==> src/hdl/ihv_pkg.sv <==
// Shared types and constants for the IPv4 header validator.
package ihv_pkg;

   // Defaults for the top-level parameters
   localparam int DEFAULT_LINK_HEADER_BYTES = 14;
   localparam int DEFAULT_LENGTH_BITS       = 16;

   // Fixed field widths
   localparam int COUNT_BITS = 16;
   localparam int SUM_BITS   = 17;

   // IPv4 header constants
   localparam logic [3:0]  IP_VERSION    = 4'd4;
   localparam logic [3:0]  IP_MIN_IHL    = 4'd5;
   localparam logic [15:0] IP_MIN_HEADER = 16'd20;
   localparam logic [15:0] CSUM_ALL_ONES = 16'hffff;

   // Byte offsets inside the IPv4 header
   localparam int OFF_VER_IHL  = 0;
   localparam int OFF_TOTAL_HI = 2;
   localparam int OFF_TOTAL_LO = 3;
   localparam int OFF_TTL      = 8;
   localparam int OFF_CSUM_HI  = 10;
   localparam int OFF_CSUM_LO  = 11;

   // Verdict codes
   localparam logic [2:0] FAIL_NONE     = 3'd0;
   localparam logic [2:0] FAIL_SHORT    = 3'd1;
   localparam logic [2:0] FAIL_VER_IHL  = 3'd2;
   localparam logic [2:0] FAIL_TOTAL    = 3'd3;
   localparam logic [2:0] FAIL_CHECKSUM = 3'd4;
   localparam logic [2:0] FAIL_TTL      = 3'd5;

   // Frame queue sizing
   localparam int QUEUE_DEPTH = 2;
   localparam int QPTR_BITS   = $clog2(QUEUE_DEPTH);
   localparam int QCNT_BITS   = $clog2(QUEUE_DEPTH + 1);

   // Summary of one finished frame, handed from front to back
   typedef struct packed {
      logic [COUNT_BITS-1:0] frame_bytes;
      logic [3:0]            version;
      logic [3:0]            ihl;
      logic [15:0]           total_length;
      logic [7:0]            ttl;
      logic [15:0]           rx_checksum;
      logic [SUM_BITS-1:0]   sum;
   } frame_rec_type;

endpackage

==> src/hdl/ihv_front.sv <==
// Front end: byte counter, header field capture and checksum accumulation.
module ihv_front #(
   parameter int LINK_HEADER_BYTES = ihv_pkg::DEFAULT_LINK_HEADER_BYTES,
   parameter int LENGTH_BITS       = ihv_pkg::DEFAULT_LENGTH_BITS
) (
   input  logic                  clock,
   input  logic                  reset,
   input  logic                  req_valid,
   output logic                  req_stall,
   input  logic [7:0]            req_frame_byte,
   input  logic                  req_end_of_frame,
   input  logic                  queue_full,
   output logic                  push,
   output ihv_pkg::frame_rec_type push_rec
);

   localparam int LB = LENGTH_BITS;
   localparam logic [LB-1:0] LINK_POS  = LB'(LINK_HEADER_BYTES);
   localparam logic [LB-1:0] O_VER_IHL = LB'(ihv_pkg::OFF_VER_IHL);
   localparam logic [LB-1:0] O_TOT_HI  = LB'(ihv_pkg::OFF_TOTAL_HI);
   localparam logic [LB-1:0] O_TOT_LO  = LB'(ihv_pkg::OFF_TOTAL_LO);
   localparam logic [LB-1:0] O_TTL     = LB'(ihv_pkg::OFF_TTL);
   localparam logic [LB-1:0] O_CS_HI   = LB'(ihv_pkg::OFF_CSUM_HI);
   localparam logic [LB-1:0] O_CS_LO   = LB'(ihv_pkg::OFF_CSUM_LO);

   logic [LB-1:0] pos_ff, pos_in;
   logic [ihv_pkg::SUM_BITS-1:0] sum_ff, sum_in;
   logic [7:0]  held_ff, held_in;
   logic [3:0]  ver_ff, ver_in;
   logic [3:0]  ihl_ff, ihl_in;
   logic [15:0] total_ff, total_in;
   logic [7:0]  ttl_ff, ttl_in;
   logic [15:0] csum_ff, csum_in;

   logic          accept;
   logic          in_ip;
   logic [LB-1:0] off;
   logic          in_hdr;
   logic [15:0]   word;
   logic [ihv_pkg::SUM_BITS-1:0] sum_raw;

   // Stall every byte while no slot is free for a verdict
   assign req_stall = queue_full;
   assign accept    = req_valid && !req_stall;
   assign push      = accept && req_end_of_frame;

   assign in_ip = (pos_ff >= LINK_POS);
   assign off   = pos_ff - LINK_POS;

   // Next state for the current byte
   always_comb begin
      pos_in   = (&pos_ff) ? pos_ff : pos_ff + LB'(1);
      sum_in   = sum_ff;
      held_in  = held_ff;
      ver_in   = ver_ff;
      ihl_in   = ihl_ff;
      total_in = total_ff;
      ttl_in   = ttl_ff;
      csum_in  = csum_ff;
      in_hdr   = 1'b0;
      word     = 16'd0;
      sum_raw  = '0;

      if (in_ip) begin
         // Field capture
         if (off == O_VER_IHL) begin
            ver_in = req_frame_byte[7:4];
            ihl_in = req_frame_byte[3:0];
         end
         if (off == O_TOT_HI) total_in[15:8] = req_frame_byte;
         if (off == O_TOT_LO) total_in[7:0]  = req_frame_byte;
         if (off == O_TTL)    ttl_in         = req_frame_byte;
         if (off == O_CS_HI)  csum_in[15:8]  = req_frame_byte;
         if (off == O_CS_LO)  csum_in[7:0]   = req_frame_byte;

         // Header sum uses the IHL as just updated
         in_hdr = (off < {{(LB-6){1'b0}}, ihl_in, 2'b00});
         if (in_hdr) begin
            if (!off[0]) begin
               held_in = req_frame_byte;
            end else begin
               // checksum field counts as zero
               word    = (off == O_CS_LO) ? 16'd0 : {held_ff, req_frame_byte};
               sum_raw = sum_ff + {1'b0, word};
               sum_in  = {1'b0, sum_raw[15:0]} + {16'd0, sum_raw[16]};
            end
         end
      end
   end

   // Summary of the frame as of its last byte
   always_comb begin
      push_rec.frame_bytes  = ihv_pkg::COUNT_BITS'(pos_in);
      push_rec.version      = ver_in;
      push_rec.ihl          = ihl_in;
      push_rec.total_length = total_in;
      push_rec.ttl          = ttl_in;
      push_rec.rx_checksum  = csum_in;
      push_rec.sum          = sum_in;
   end

   // Frame state, cleared after each last byte
   always_ff @(posedge clock) begin
      if (reset || push) begin
         pos_ff   <= '0;
         sum_ff   <= '0;
         held_ff  <= '0;
         ver_ff   <= '0;
         ihl_ff   <= '0;
         total_ff <= '0;
         ttl_ff   <= '0;
         csum_ff  <= '0;
      end else if (accept) begin
         pos_ff   <= pos_in;
         sum_ff   <= sum_in;
         held_ff  <= held_in;
         ver_ff   <= ver_in;
         ihl_ff   <= ihl_in;
         total_ff <= total_in;
         ttl_ff   <= ttl_in;
         csum_ff  <= csum_in;
      end
   end

endmodule

==> src/hdl/ihv_queue.sv <==
// Short queue of finished-frame summaries between front and back.
module ihv_queue (
   input  logic                  clock,
   input  logic                  reset,
   input  logic                  push,
   input  ihv_pkg::frame_rec_type push_rec,
   input  logic                  pop,
   output logic                  full,
   output logic                  not_empty,
   output ihv_pkg::frame_rec_type head_rec
);

   localparam int PB = ihv_pkg::QPTR_BITS;
   localparam int CB = ihv_pkg::QCNT_BITS;
   localparam logic [PB-1:0] LAST_SLOT = PB'(ihv_pkg::QUEUE_DEPTH - 1);
   localparam logic [CB-1:0] DEPTH     = CB'(ihv_pkg::QUEUE_DEPTH);

   ihv_pkg::frame_rec_type slots_ff [ihv_pkg::QUEUE_DEPTH];
   logic [PB-1:0] wr_ff, wr_in;
   logic [PB-1:0] rd_ff, rd_in;
   logic [CB-1:0] cnt_ff, cnt_in;

   assign full      = (cnt_ff == DEPTH);
   assign not_empty = (cnt_ff != '0);
   assign head_rec  = slots_ff[rd_ff];

   // Pointer and fill count update
   always_comb begin
      wr_in  = wr_ff;
      rd_in  = rd_ff;
      cnt_in = cnt_ff;
      if (push) wr_in = (wr_ff == LAST_SLOT) ? '0 : wr_ff + PB'(1);
      if (pop)  rd_in = (rd_ff == LAST_SLOT) ? '0 : rd_ff + PB'(1);
      if (push && !pop) cnt_in = cnt_ff + CB'(1);
      if (pop && !push) cnt_in = cnt_ff - CB'(1);
   end

   always_ff @(posedge clock) begin
      if (reset) begin
         wr_ff  <= '0;
         rd_ff  <= '0;
         cnt_ff <= '0;
      end else begin
         wr_ff  <= wr_in;
         rd_ff  <= rd_in;
         cnt_ff <= cnt_in;
      end
   end

   // Entry storage
   always_ff @(posedge clock) begin
      if (push) slots_ff[wr_ff] <= push_rec;
   end

endmodule

==> src/hdl/ihv_back.sv <==
// Back end: runs the header checks on a frame summary and holds the verdict.
module ihv_back #(
   parameter int LINK_HEADER_BYTES = ihv_pkg::DEFAULT_LINK_HEADER_BYTES
) (
   input  logic                  clock,
   input  logic                  reset,
   input  logic                  rec_valid,
   input  ihv_pkg::frame_rec_type rec,
   output logic                  pop,
   output logic                  rsp_valid,
   input  logic                  rsp_stall,
   output logic                  rsp_header_ok,
   output logic [2:0]            rsp_fail_reason,
   output logic [15:0]           rsp_frame_bytes
);

   localparam logic [16:0] LINK_LEN = 17'(LINK_HEADER_BYTES);

   logic        rsp_valid_ff, rsp_valid_in;
   logic        ok_ff;
   logic [2:0]  reason_ff;
   logic [15:0] bytes_ff;

   logic [16:0] count;
   logic [15:0] folded;
   logic [15:0] computed;
   logic [2:0]  reason;

   // Load a new verdict when the output register is empty or drains now
   assign pop = rec_valid && (!rsp_valid_ff || !rsp_stall);

   // Checks in priority order
   always_comb begin
      count    = {1'b0, rec.frame_bytes};
      folded   = rec.sum[15:0] + {15'd0, rec.sum[16]};
      computed = ~folded;
      if (computed == 16'd0) computed = ihv_pkg::CSUM_ALL_ONES;

      if (count < LINK_LEN + {1'b0, ihv_pkg::IP_MIN_HEADER}) begin
         reason = ihv_pkg::FAIL_SHORT;
      end else if (rec.version != ihv_pkg::IP_VERSION || rec.ihl < ihv_pkg::IP_MIN_IHL) begin
         reason = ihv_pkg::FAIL_VER_IHL;
      end else if (count < LINK_LEN + {11'd0, rec.ihl, 2'b00}) begin
         reason = ihv_pkg::FAIL_SHORT;
      end else if (rec.total_length < ihv_pkg::IP_MIN_HEADER ||
                   count < LINK_LEN + {1'b0, rec.total_length}) begin
         reason = ihv_pkg::FAIL_TOTAL;
      end else if (computed != rec.rx_checksum) begin
         reason = ihv_pkg::FAIL_CHECKSUM;
      end else if (rec.ttl == 8'd0) begin
         reason = ihv_pkg::FAIL_TTL;
      end else begin
         reason = ihv_pkg::FAIL_NONE;
      end
   end

   // Output register valid
   always_comb begin
      rsp_valid_in = rsp_valid_ff;
      if (pop)                                rsp_valid_in = 1'b1;
      else if (rsp_valid_ff && !rsp_stall)    rsp_valid_in = 1'b0;
   end

   always_ff @(posedge clock) begin
      if (reset) rsp_valid_ff <= 1'b0;
      else       rsp_valid_ff <= rsp_valid_in;
   end

   // Verdict payload
   always_ff @(posedge clock) begin
      if (pop) begin
         ok_ff     <= (reason == ihv_pkg::FAIL_NONE);
         reason_ff <= reason;
         bytes_ff  <= rec.frame_bytes;
      end
   end

   assign rsp_valid       = rsp_valid_ff;
   assign rsp_header_ok   = ok_ff;
   assign rsp_fail_reason = reason_ff;
   assign rsp_frame_bytes = bytes_ff;

endmodule

==> src/hdl/ipv4_header_validator_unit.sv <==
// Top level of the IPv4 header validator: front end, frame queue, back end.
//
//   channel | direction | ports                                   | transfer
//   --------+-----------+-----------------------------------------+-------------------------
//   req     | in        | frame_byte, end_of_frame                | req_valid & !req_stall
//   rsp     | out       | header_ok, fail_reason, frame_bytes     | rsp_valid & !rsp_stall
//
// One byte is taken every cycle unless req_stall; one folded add per 16-bit header word.
// A frame's summary is queued at its last byte; the back end then registers its verdict.
// req_stall rises only while the two-entry frame queue is full, which happens when
// rsp_stall holds back three pending verdicts: one in the output register, two queued.
// Synchronous reset clears the byte counter, header capture, queue and rsp_valid.
module ipv4_header_validator_unit #(
   parameter int LINK_HEADER_BYTES = ihv_pkg::DEFAULT_LINK_HEADER_BYTES,
   parameter int LENGTH_BITS       = ihv_pkg::DEFAULT_LENGTH_BITS
) (
   input  logic        clock,
   input  logic        reset,
   input  logic        req_valid,
   output logic        req_stall,
   input  logic [7:0]  req_frame_byte,
   input  logic        req_end_of_frame,
   output logic        rsp_valid,
   input  logic        rsp_stall,
   output logic        rsp_header_ok,
   output logic [2:0]  rsp_fail_reason,
   output logic [15:0] rsp_frame_bytes
);

   logic                   q_push;
   logic                   q_pop;
   logic                   q_full;
   logic                   q_not_empty;
   ihv_pkg::frame_rec_type q_push_rec;
   ihv_pkg::frame_rec_type q_head_rec;

   ihv_front #(
      .LINK_HEADER_BYTES (LINK_HEADER_BYTES),
      .LENGTH_BITS       (LENGTH_BITS)
   ) u_front (
      .clock            (clock),
      .reset            (reset),
      .req_valid        (req_valid),
      .req_stall        (req_stall),
      .req_frame_byte   (req_frame_byte),
      .req_end_of_frame (req_end_of_frame),
      .queue_full       (q_full),
      .push             (q_push),
      .push_rec         (q_push_rec)
   );

   ihv_queue u_queue (
      .clock     (clock),
      .reset     (reset),
      .push      (q_push),
      .push_rec  (q_push_rec),
      .pop       (q_pop),
      .full      (q_full),
      .not_empty (q_not_empty),
      .head_rec  (q_head_rec)
   );

   ihv_back #(
      .LINK_HEADER_BYTES (LINK_HEADER_BYTES)
   ) u_back (
      .clock           (clock),
      .reset           (reset),
      .rec_valid       (q_not_empty),
      .rec             (q_head_rec),
      .pop             (q_pop),
      .rsp_valid       (rsp_valid),
      .rsp_stall       (rsp_stall),
      .rsp_header_ok   (rsp_header_ok),
      .rsp_fail_reason (rsp_fail_reason),
      .rsp_frame_bytes (rsp_frame_bytes)
   );

   // No verdict is presented right after reset
   a_reset_clears_rsp : assert property (@(posedge clock) reset |=> !rsp_valid)
      else $error("rsp_valid set after reset");

   // A passing verdict carries no failure code
   a_ok_matches_reason : assert property (@(posedge clock) disable iff (reset)
      rsp_valid |-> (rsp_header_ok == (rsp_fail_reason == ihv_pkg::FAIL_NONE)))
      else $error("header_ok disagrees with fail_reason");

   // A passing frame holds at least the link header and a minimal IPv4 header
   a_ok_long_enough : assert property (@(posedge clock) disable iff (reset)
      (rsp_valid && rsp_header_ok) |->
         ({1'b0, rsp_frame_bytes} >=
          17'(LINK_HEADER_BYTES) + {1'b0, ihv_pkg::IP_MIN_HEADER}))
      else $error("passing frame shorter than its headers");

   // Bytes are refused only while the frame queue has no free slot
   a_stall_only_when_full : assert property (@(posedge clock) disable iff (reset)
      req_stall |-> (q_not_empty && rsp_valid))
      else $error("input stalled with room in the queue");

endmodule
==> config.mk <==
export PLATFORM = sky130hd
export DESIGN_NAME = ipv4_header_validator_unit
export DESIGN_NICKNAME = d
export VERILOG_FILES = /design/src/hdl/ihv_pkg.sv /design/src/hdl/ihv_front.sv /design/src/hdl/ihv_queue.sv /design/src/hdl/ihv_back.sv /design/src/hdl/ipv4_header_validator_unit.sv
export SDC_FILE = /design/constraint.sdc
export NUM_CORES = 1
export LEC_CHECK = 0
export BUFFER_PORTS_ARGS = -buffer_cell sky130_fd_sc_hd__buf_2
export CAP_MARGIN = 10
export CORE_UTILIZATION = 65
export CTS_CLUSTER_DIAMETER = 150
export DETAILED_ROUTE_END_ITERATION = 6
export PLACE_DENSITY_LB_ADDON = 0.25
export SLEW_MARGIN = 20
export SYNTH_ARGS = -nofsm -noshare
export SYNTH_HDL_FRONTEND = slang
export SYNTH_SLANG_ARGS = --single-unit
==> constraint.sdc <==
create_clock -name clock -period 11.65 [get_ports clock]
set_clock_uncertainty 0.2 [all_clocks]
set_input_delay 2.33 -clock clock [delete_from_list [all_inputs] [get_ports clock]]
set_output_delay 2.33 -clock clock [all_outputs]
set_load 0.03 [all_outputs]
# After elaboration in Yosys (flattened, before gate mapping)
# Memories as Yosys holds them, arrays and structs flattened. A register that Yosys moved wholly into a read port is not among the register bits.
# Index checks and enable logic that the tools add are counted.
[op_classes]
bitwise = 2
order_cmp = 7
mux = 35
eq_ne = 8
n_reduce_logical = 24
add_sub_neg = 11
[ops]
columns = ["cell", "count"]
rows = [
  ["$mux W16", 5],
  ["$mux W17", 3],
  ["$eq A16 B4 Y1 const B", 3],
  ["$mux W8", 6],
  ["$lt A16 B17 Y1", 2],
  ["$eq A16 B2 Y1 const B", 2],
  ["$logic_not A16 Y1", 2],
  ["$mux W4", 5],
  ["$mux W3", 6],
  ["$add A16 B1 Y17", 1],
  ["$add A17 B16 Y17", 1],
  ["$add A4 B16 Y17 const A", 1],
  ["$add A16 B1 Y16", 1],
  ["$add A16 B1 Y16 const B", 1],
  ["$ge A16 B4 Y1 const B", 1],
  ["$lt A16 B5 Y1 const B", 1],
  ["$lt A16 B6 Y1", 1],
  ["$lt A16 B6 Y1 const B", 1],
  ["$ne A16 B16 Y1", 1],
  ["$not A16 Y16", 1],
  ["$reduce_and A16 Y1", 1],
  ["$sub A16 B4 Y16 const B", 1],
  ["$logic_not A8 Y1", 1],
  ["$mux W1", 8],
  ["15 further kinds", 31],
]
[totals]
regBits = 114
mem_count = 1
elab_cells = 103
mem_bits_rw = 162
input_bits = 13
[mem_list]
columns = ["name", "words", "word_bits", "read_ports", "rd_ports_with_merged_regs", "wr", "line", "source"]
rows = [
  ["u_queue.slots_ff", 2, 81, 1, 1, 1, "ihv_queue.sv:18", "ihv_pkg::frame_rec_type slots_ff [ihv_pkg::QUEUE_DEPTH];"],
]

# Depth between registers and ports, before layout
[depth]
ltp_word = 11
ltp_mapped = 30
ltp_nobuf = 27

# Hierarchy
# Synthesis repeated with hierarchy kept, for this count alone.
[unflattened]
cells_unflattened = 1248
area_unflattened_um2 = 14594.0
[by_module_without_submodules]
columns = ["module", "n_inst", "area_per_inst_um2", "cells_per_inst", "seq_area_each_um2"]
rows = [
  ["ihv_queue", 1, 6049.6, 274, 4964.8],
  ["ihv_front", 1, 6037.0, 701, 1781.7],
  ["ihv_back", 1, 2507.4, 273, 620.6],
]

# Worst setup path before layout
# Ideal clock, no wire load.
[synth_path]
kind = "input-to-reg"
from = "input port req_valid"
to = "memory u_queue.slots_ff[0][0] (netlist bit), enable pin"
setup_slack_ns = 4.956
required_time_ns = 10.929
cell_stages = 3
arrival_time_ns = 5.973
cell_sequence = "and2_1 nand2_1 nor2_1"
[synth_between]
elab_chain_cells = 4
[synth_rtl]
columns = ["element", "line", "source"]
rows = [
  ["start: declaration", "ipv4_header_validator_unit.sv:19", "input logic req_valid,"],
  ["$logic_and A1 B1 Y1", "ihv_front.sv:44", "assign accept = req_valid && !req_stall;"],
  ["$logic_and A1 B1 Y1", "ihv_front.sv:45", "assign push = accept && req_end_of_frame;"],
  ["$mux W1", "ihv_queue.sv:52", "if (push) slots_ff[wr_ff] <= push_rec;"],
  ["$mux W1 (implied by the code)", "ihv_queue.sv:52", ""],
  ["end: declaration", "ihv_queue.sv:18", ""],
]
# Every way passes these cells.

==> results by group <==
Clock network
  – Post-CTS Setup Bufs: 0
  – Root Buffer: clkbuf_16
  – CTS H-Tree Depth: 1
  – Clk_lat worst skew: 0.54 ns
  – TritonCTS Sinks: around 280
  – Worst-path clk slew: 0.06 ns
  – # resized after CTS: 0
  – Max Root-Sink Buffers: 3
  – CTS tree: yes
  – Hold-fix buffers, CTS: 0
  – TritonCTS Buffers: 28

Yosys
  – Mux cell area share after synthesis: under 10%
  – Synth top cells by count: 182 x edfxtp_1, 158 x nand2_1, 118 x nor2_1
  – Syn nets: 1408
  – Main synth FF type: edfxtp_1
  – Syn avg cell area: 10.74 µm²
  – Area contributors post-synth: edfxtp_1 38%, dfxtp_1 13%, mux2_2 5.8%
  – Post-synth top area cell: edfxtp_1
  – Synth top area share: 37.90%
  – Yosys reg bits: 277
  – Largest family of logic cells by synthesized area: simple AND/OR/NAND/NOR gates
  – Synth Area in Adders: under 10%
  – Post-Syn Area: 14420 µm²
  – Synth warnings: 0
  – Yosys cell types: 90
  – Post-synthesis sequential area ratio: a little over 50%
  – Post-Syn Instances: 1343
  – Synth Area in Compound Gates: 10.20%
  – Most frequent cell after synthesis: edfxtp_1
  – XOR/XNOR Fraction of Synth Area: 5.684%
  – Ys async rst share: 0%
  – EDFF count, synth: approximately 180
  – Synth Area in Simple Gates: between 10% and 20%

Global routing
  – GRT Resource Usage Total: 28.47%
  – Vias in the first global route: 9540
  – Largest net degree at the start of global routing: 79
  – Global-route wire length before repair: 50130 µm
  – GRT overflow: 0
  – Initial antenna violation count: 1

Final layout
  – Number of diodes: 0
  – Fillers: 1526
  – Layout net count: 1425
  – Post-layout util: 72.07%
  – Layout area overhead: 8.747%
  – Share of layout cells above drive strength 1: 13.97%

Timing
  – Worst Tran Pin Value: ~1 ns
  – Fin Setup TNS: 0 ns
  – Setup Viol. Count Final: 0
  – Min cycle time layout: approximately 7.2 ns
  – Max Slew Vio Count: 0
  – RSZ-0062 raised after global routing: no
  – Hold_ws: 0.2537 ns
  – Final hold vios: 0
  – Fmax: 0.1382 GHz
  – Final Cycle Share: 62.13%
  – Slew Limit Headroom: 34.09%

Hold path
  – Hold wc startpoint: u_front.ttl_ff[3]
  – Hold path endpoint: u_front.ttl_ff[3]
  – Hold path depth: 2
  – Hold Path Class: flip-flop to flip-flop

Placement
  – Global placement routability congestion: 0.9093
  – I/O Buffers: 34
  – DP Wirelength: 22210 µm

Setup path
  – Crit start category: flip-flop
  – Worst Setup Path Type: flip-flop to flip-flop
  – Critical Path RT: 11.67 ns
  – Reg2Reg Depth: 26
  – Buf+Inv Stages, Crit Path: 0
  – Slowest CP cell: nor3_1
  – Flop-to-flop setup slack: 4.41 ns
  – CP max stage delay: 0.57 ns
  – FF-to-FF End: u_queue.slots_ff[0][13]
  – Reg-to-Reg Start: u_front.pos_ff[1]
  – CP Capture Type: flip-flop
  – Arrival @ worst endpoint: 7.26 ns
  – Top delay family on crit path: simple AND/OR/NAND/NOR gates
  – Critical Path Fanout Max: 24

Routing
  – Total wire length: 32160 µm
  – Drc violations: 0
  – WL/cell: 19.35 µm
  – DRT Pass-1 Iters: 5
  – Antenna-violating nets left: 0
  – Vias/cell: roughly 6.1
  – Drt first-iter violations: 845
  – DR vias: 10210

Die
  – DIE AREA: around 23000 µm²
  – Io pins: 35
  – Die outline width: 150.9 µm
  – Die outline height: 150.9 µm
  – Row count: 54
  – Core ar.: 21760 µm²
  – Initial core utilization: approximately 66%

Pwr
  – Peak VDD IR: 0.0001224 V
  – Cell Pwr Density: 174.8 nW/µm²
  – Leak Pwr: 5.710 nW

Status
  – Status: finished, final reports clean

Flow run
  – Max Cap Viol: 0
[worst reg2reg max path, stage by stage (launching register included)]
cell	delay [ns]
dfxtp_1	0.39
ha_1	0.34
a21oi_1	0.36
nor2b_1	0.23
a22oi_1	0.13
nor4_2	0.43
and2_0	0.26
nand2_1	0.48
and2_1	0.37
ha_1	0.20
fa_1	0.41
a21oi_1	0.16
o21bai_1	0.12
a21o_1	0.21
a31oi_1	0.32
o21a_1	0.20
a21oi_1	0.08
o21a_1	0.18
nor2_1	0.11
xnor2_1	0.14
ha_1	0.18
and3_1	0.19
nand3_1	0.17
nor3_1	0.57
nand2_1	0.16
xor2_1	0.22
o21ai_0	0.13
[placed cells by master (no fill, tap or decap), drive strengths merged, types with 10 or more instances in the layout]
cell    Yosys  routed
a211oi     14      14
a21o       10      10
a21oi      75      75
a31oi      12      12
and2       25      25
and3       18      18
buf        21      42
clkbuf     34      40
dfxtp      95      95
edfxtp    182     182
ha         51      51
inv        27      28
mux2       74      74
mux2i      51      51
nand2     158     158
nand3      35      35
nand4      16      16
nor2      120     120
nor2b      16      16
nor3       39      39
nor4       12      12
o21ai      47      47
xnor2      51      51
xor2       40      40
[cell families after synthesis]
family	count (synthesis)
flip-flops	277
AND/OR/NAND/NOR	488
multiplexers	125
XOR/XNOR	92
AO/OA/AOI/OAI	227
adder cells (fa/ha/maj)	52
buffers and inverters	82
[power breakdown]
part	internal [mW]	switching (mW)	total, mW	leakage (nW)
combinational	0.246	0.411	0.657	2.78
sequential	1.16	0.0643	1.23	2.49
clock	0.494	0.364	0.858	0.441
total	1.90	0.840	2.74	5.71
[worst max-delay path by stage]
stage,start,end,depth (start not counted)
final,u_front.pos_ff[1],u_queue.slots_ff[0][13],26
after global routing,u_front.pos_ff[1],u_queue.slots_ff[0][13],26
after CTS,u_front.pos_ff[1],u_queue.slots_ff[1][13],26
after detailed placement,u_front.pos_ff[1],u_queue.slots_ff[0][13],26
after global placement,u_front.pos_ff[1],u_queue.slots_ff[0][11],25
after floorplan,req_valid,u_queue.slots_ff[0][0],3
[per-stage QoR]
stage	instance area, µm²	total power [mW]	worst slack, ns	cells
global placement	14760	1.868	4.807	1609
global route	15680	2.859	3.919	1662
finish	15680	2.741	4.412	1662
floorplan	14420	1.731	4.956	1343
detailed placement	14760	1.897	4.600	1609
CTS	15650	2.748	4.528	1661
[sequential cells by signal, summed over array words and instances, names as in the netlist, 8 cells and up, named ones only]
name,count
u_queue.slots_ff,162
u_front.total_ff,16
u_front.ttl_ff,8
u_front.sum_ff,17
u_back.rsp_frame_bytes,16
u_front.pos_ff,16
u_front.held_ff,8
u_front.csum_ff,16
[layout make-up]
class | count | area (µm²) | share of cell area, %
inverters | 27 | 101.3 | 0.6463
multi-input cells | 984 | 6714 | 42.82
flip-flops and latches | 277 | 7371 | 47.01
clock inverters | 12 | 107.6 | 0.6862
well taps | 280 | 350.3 | 2.234
clock buffers | 40 | 785.8 | 5.011
repair buffers | 42 | 250.2 | 1.596
[per-layer routing]
metal  global-route usage [%]  vias to the layer above  part of all wire, %
met5                        0                        -                    0
met1                    40.94                     4902                   45
li1                         -                     4950                    -
met3                    3.825                       48                  6.2
met2                    45.55                      312                   47
met4                    7.150                        0                  1.6
No activity file was read; power rests on OpenSTA's default activity.
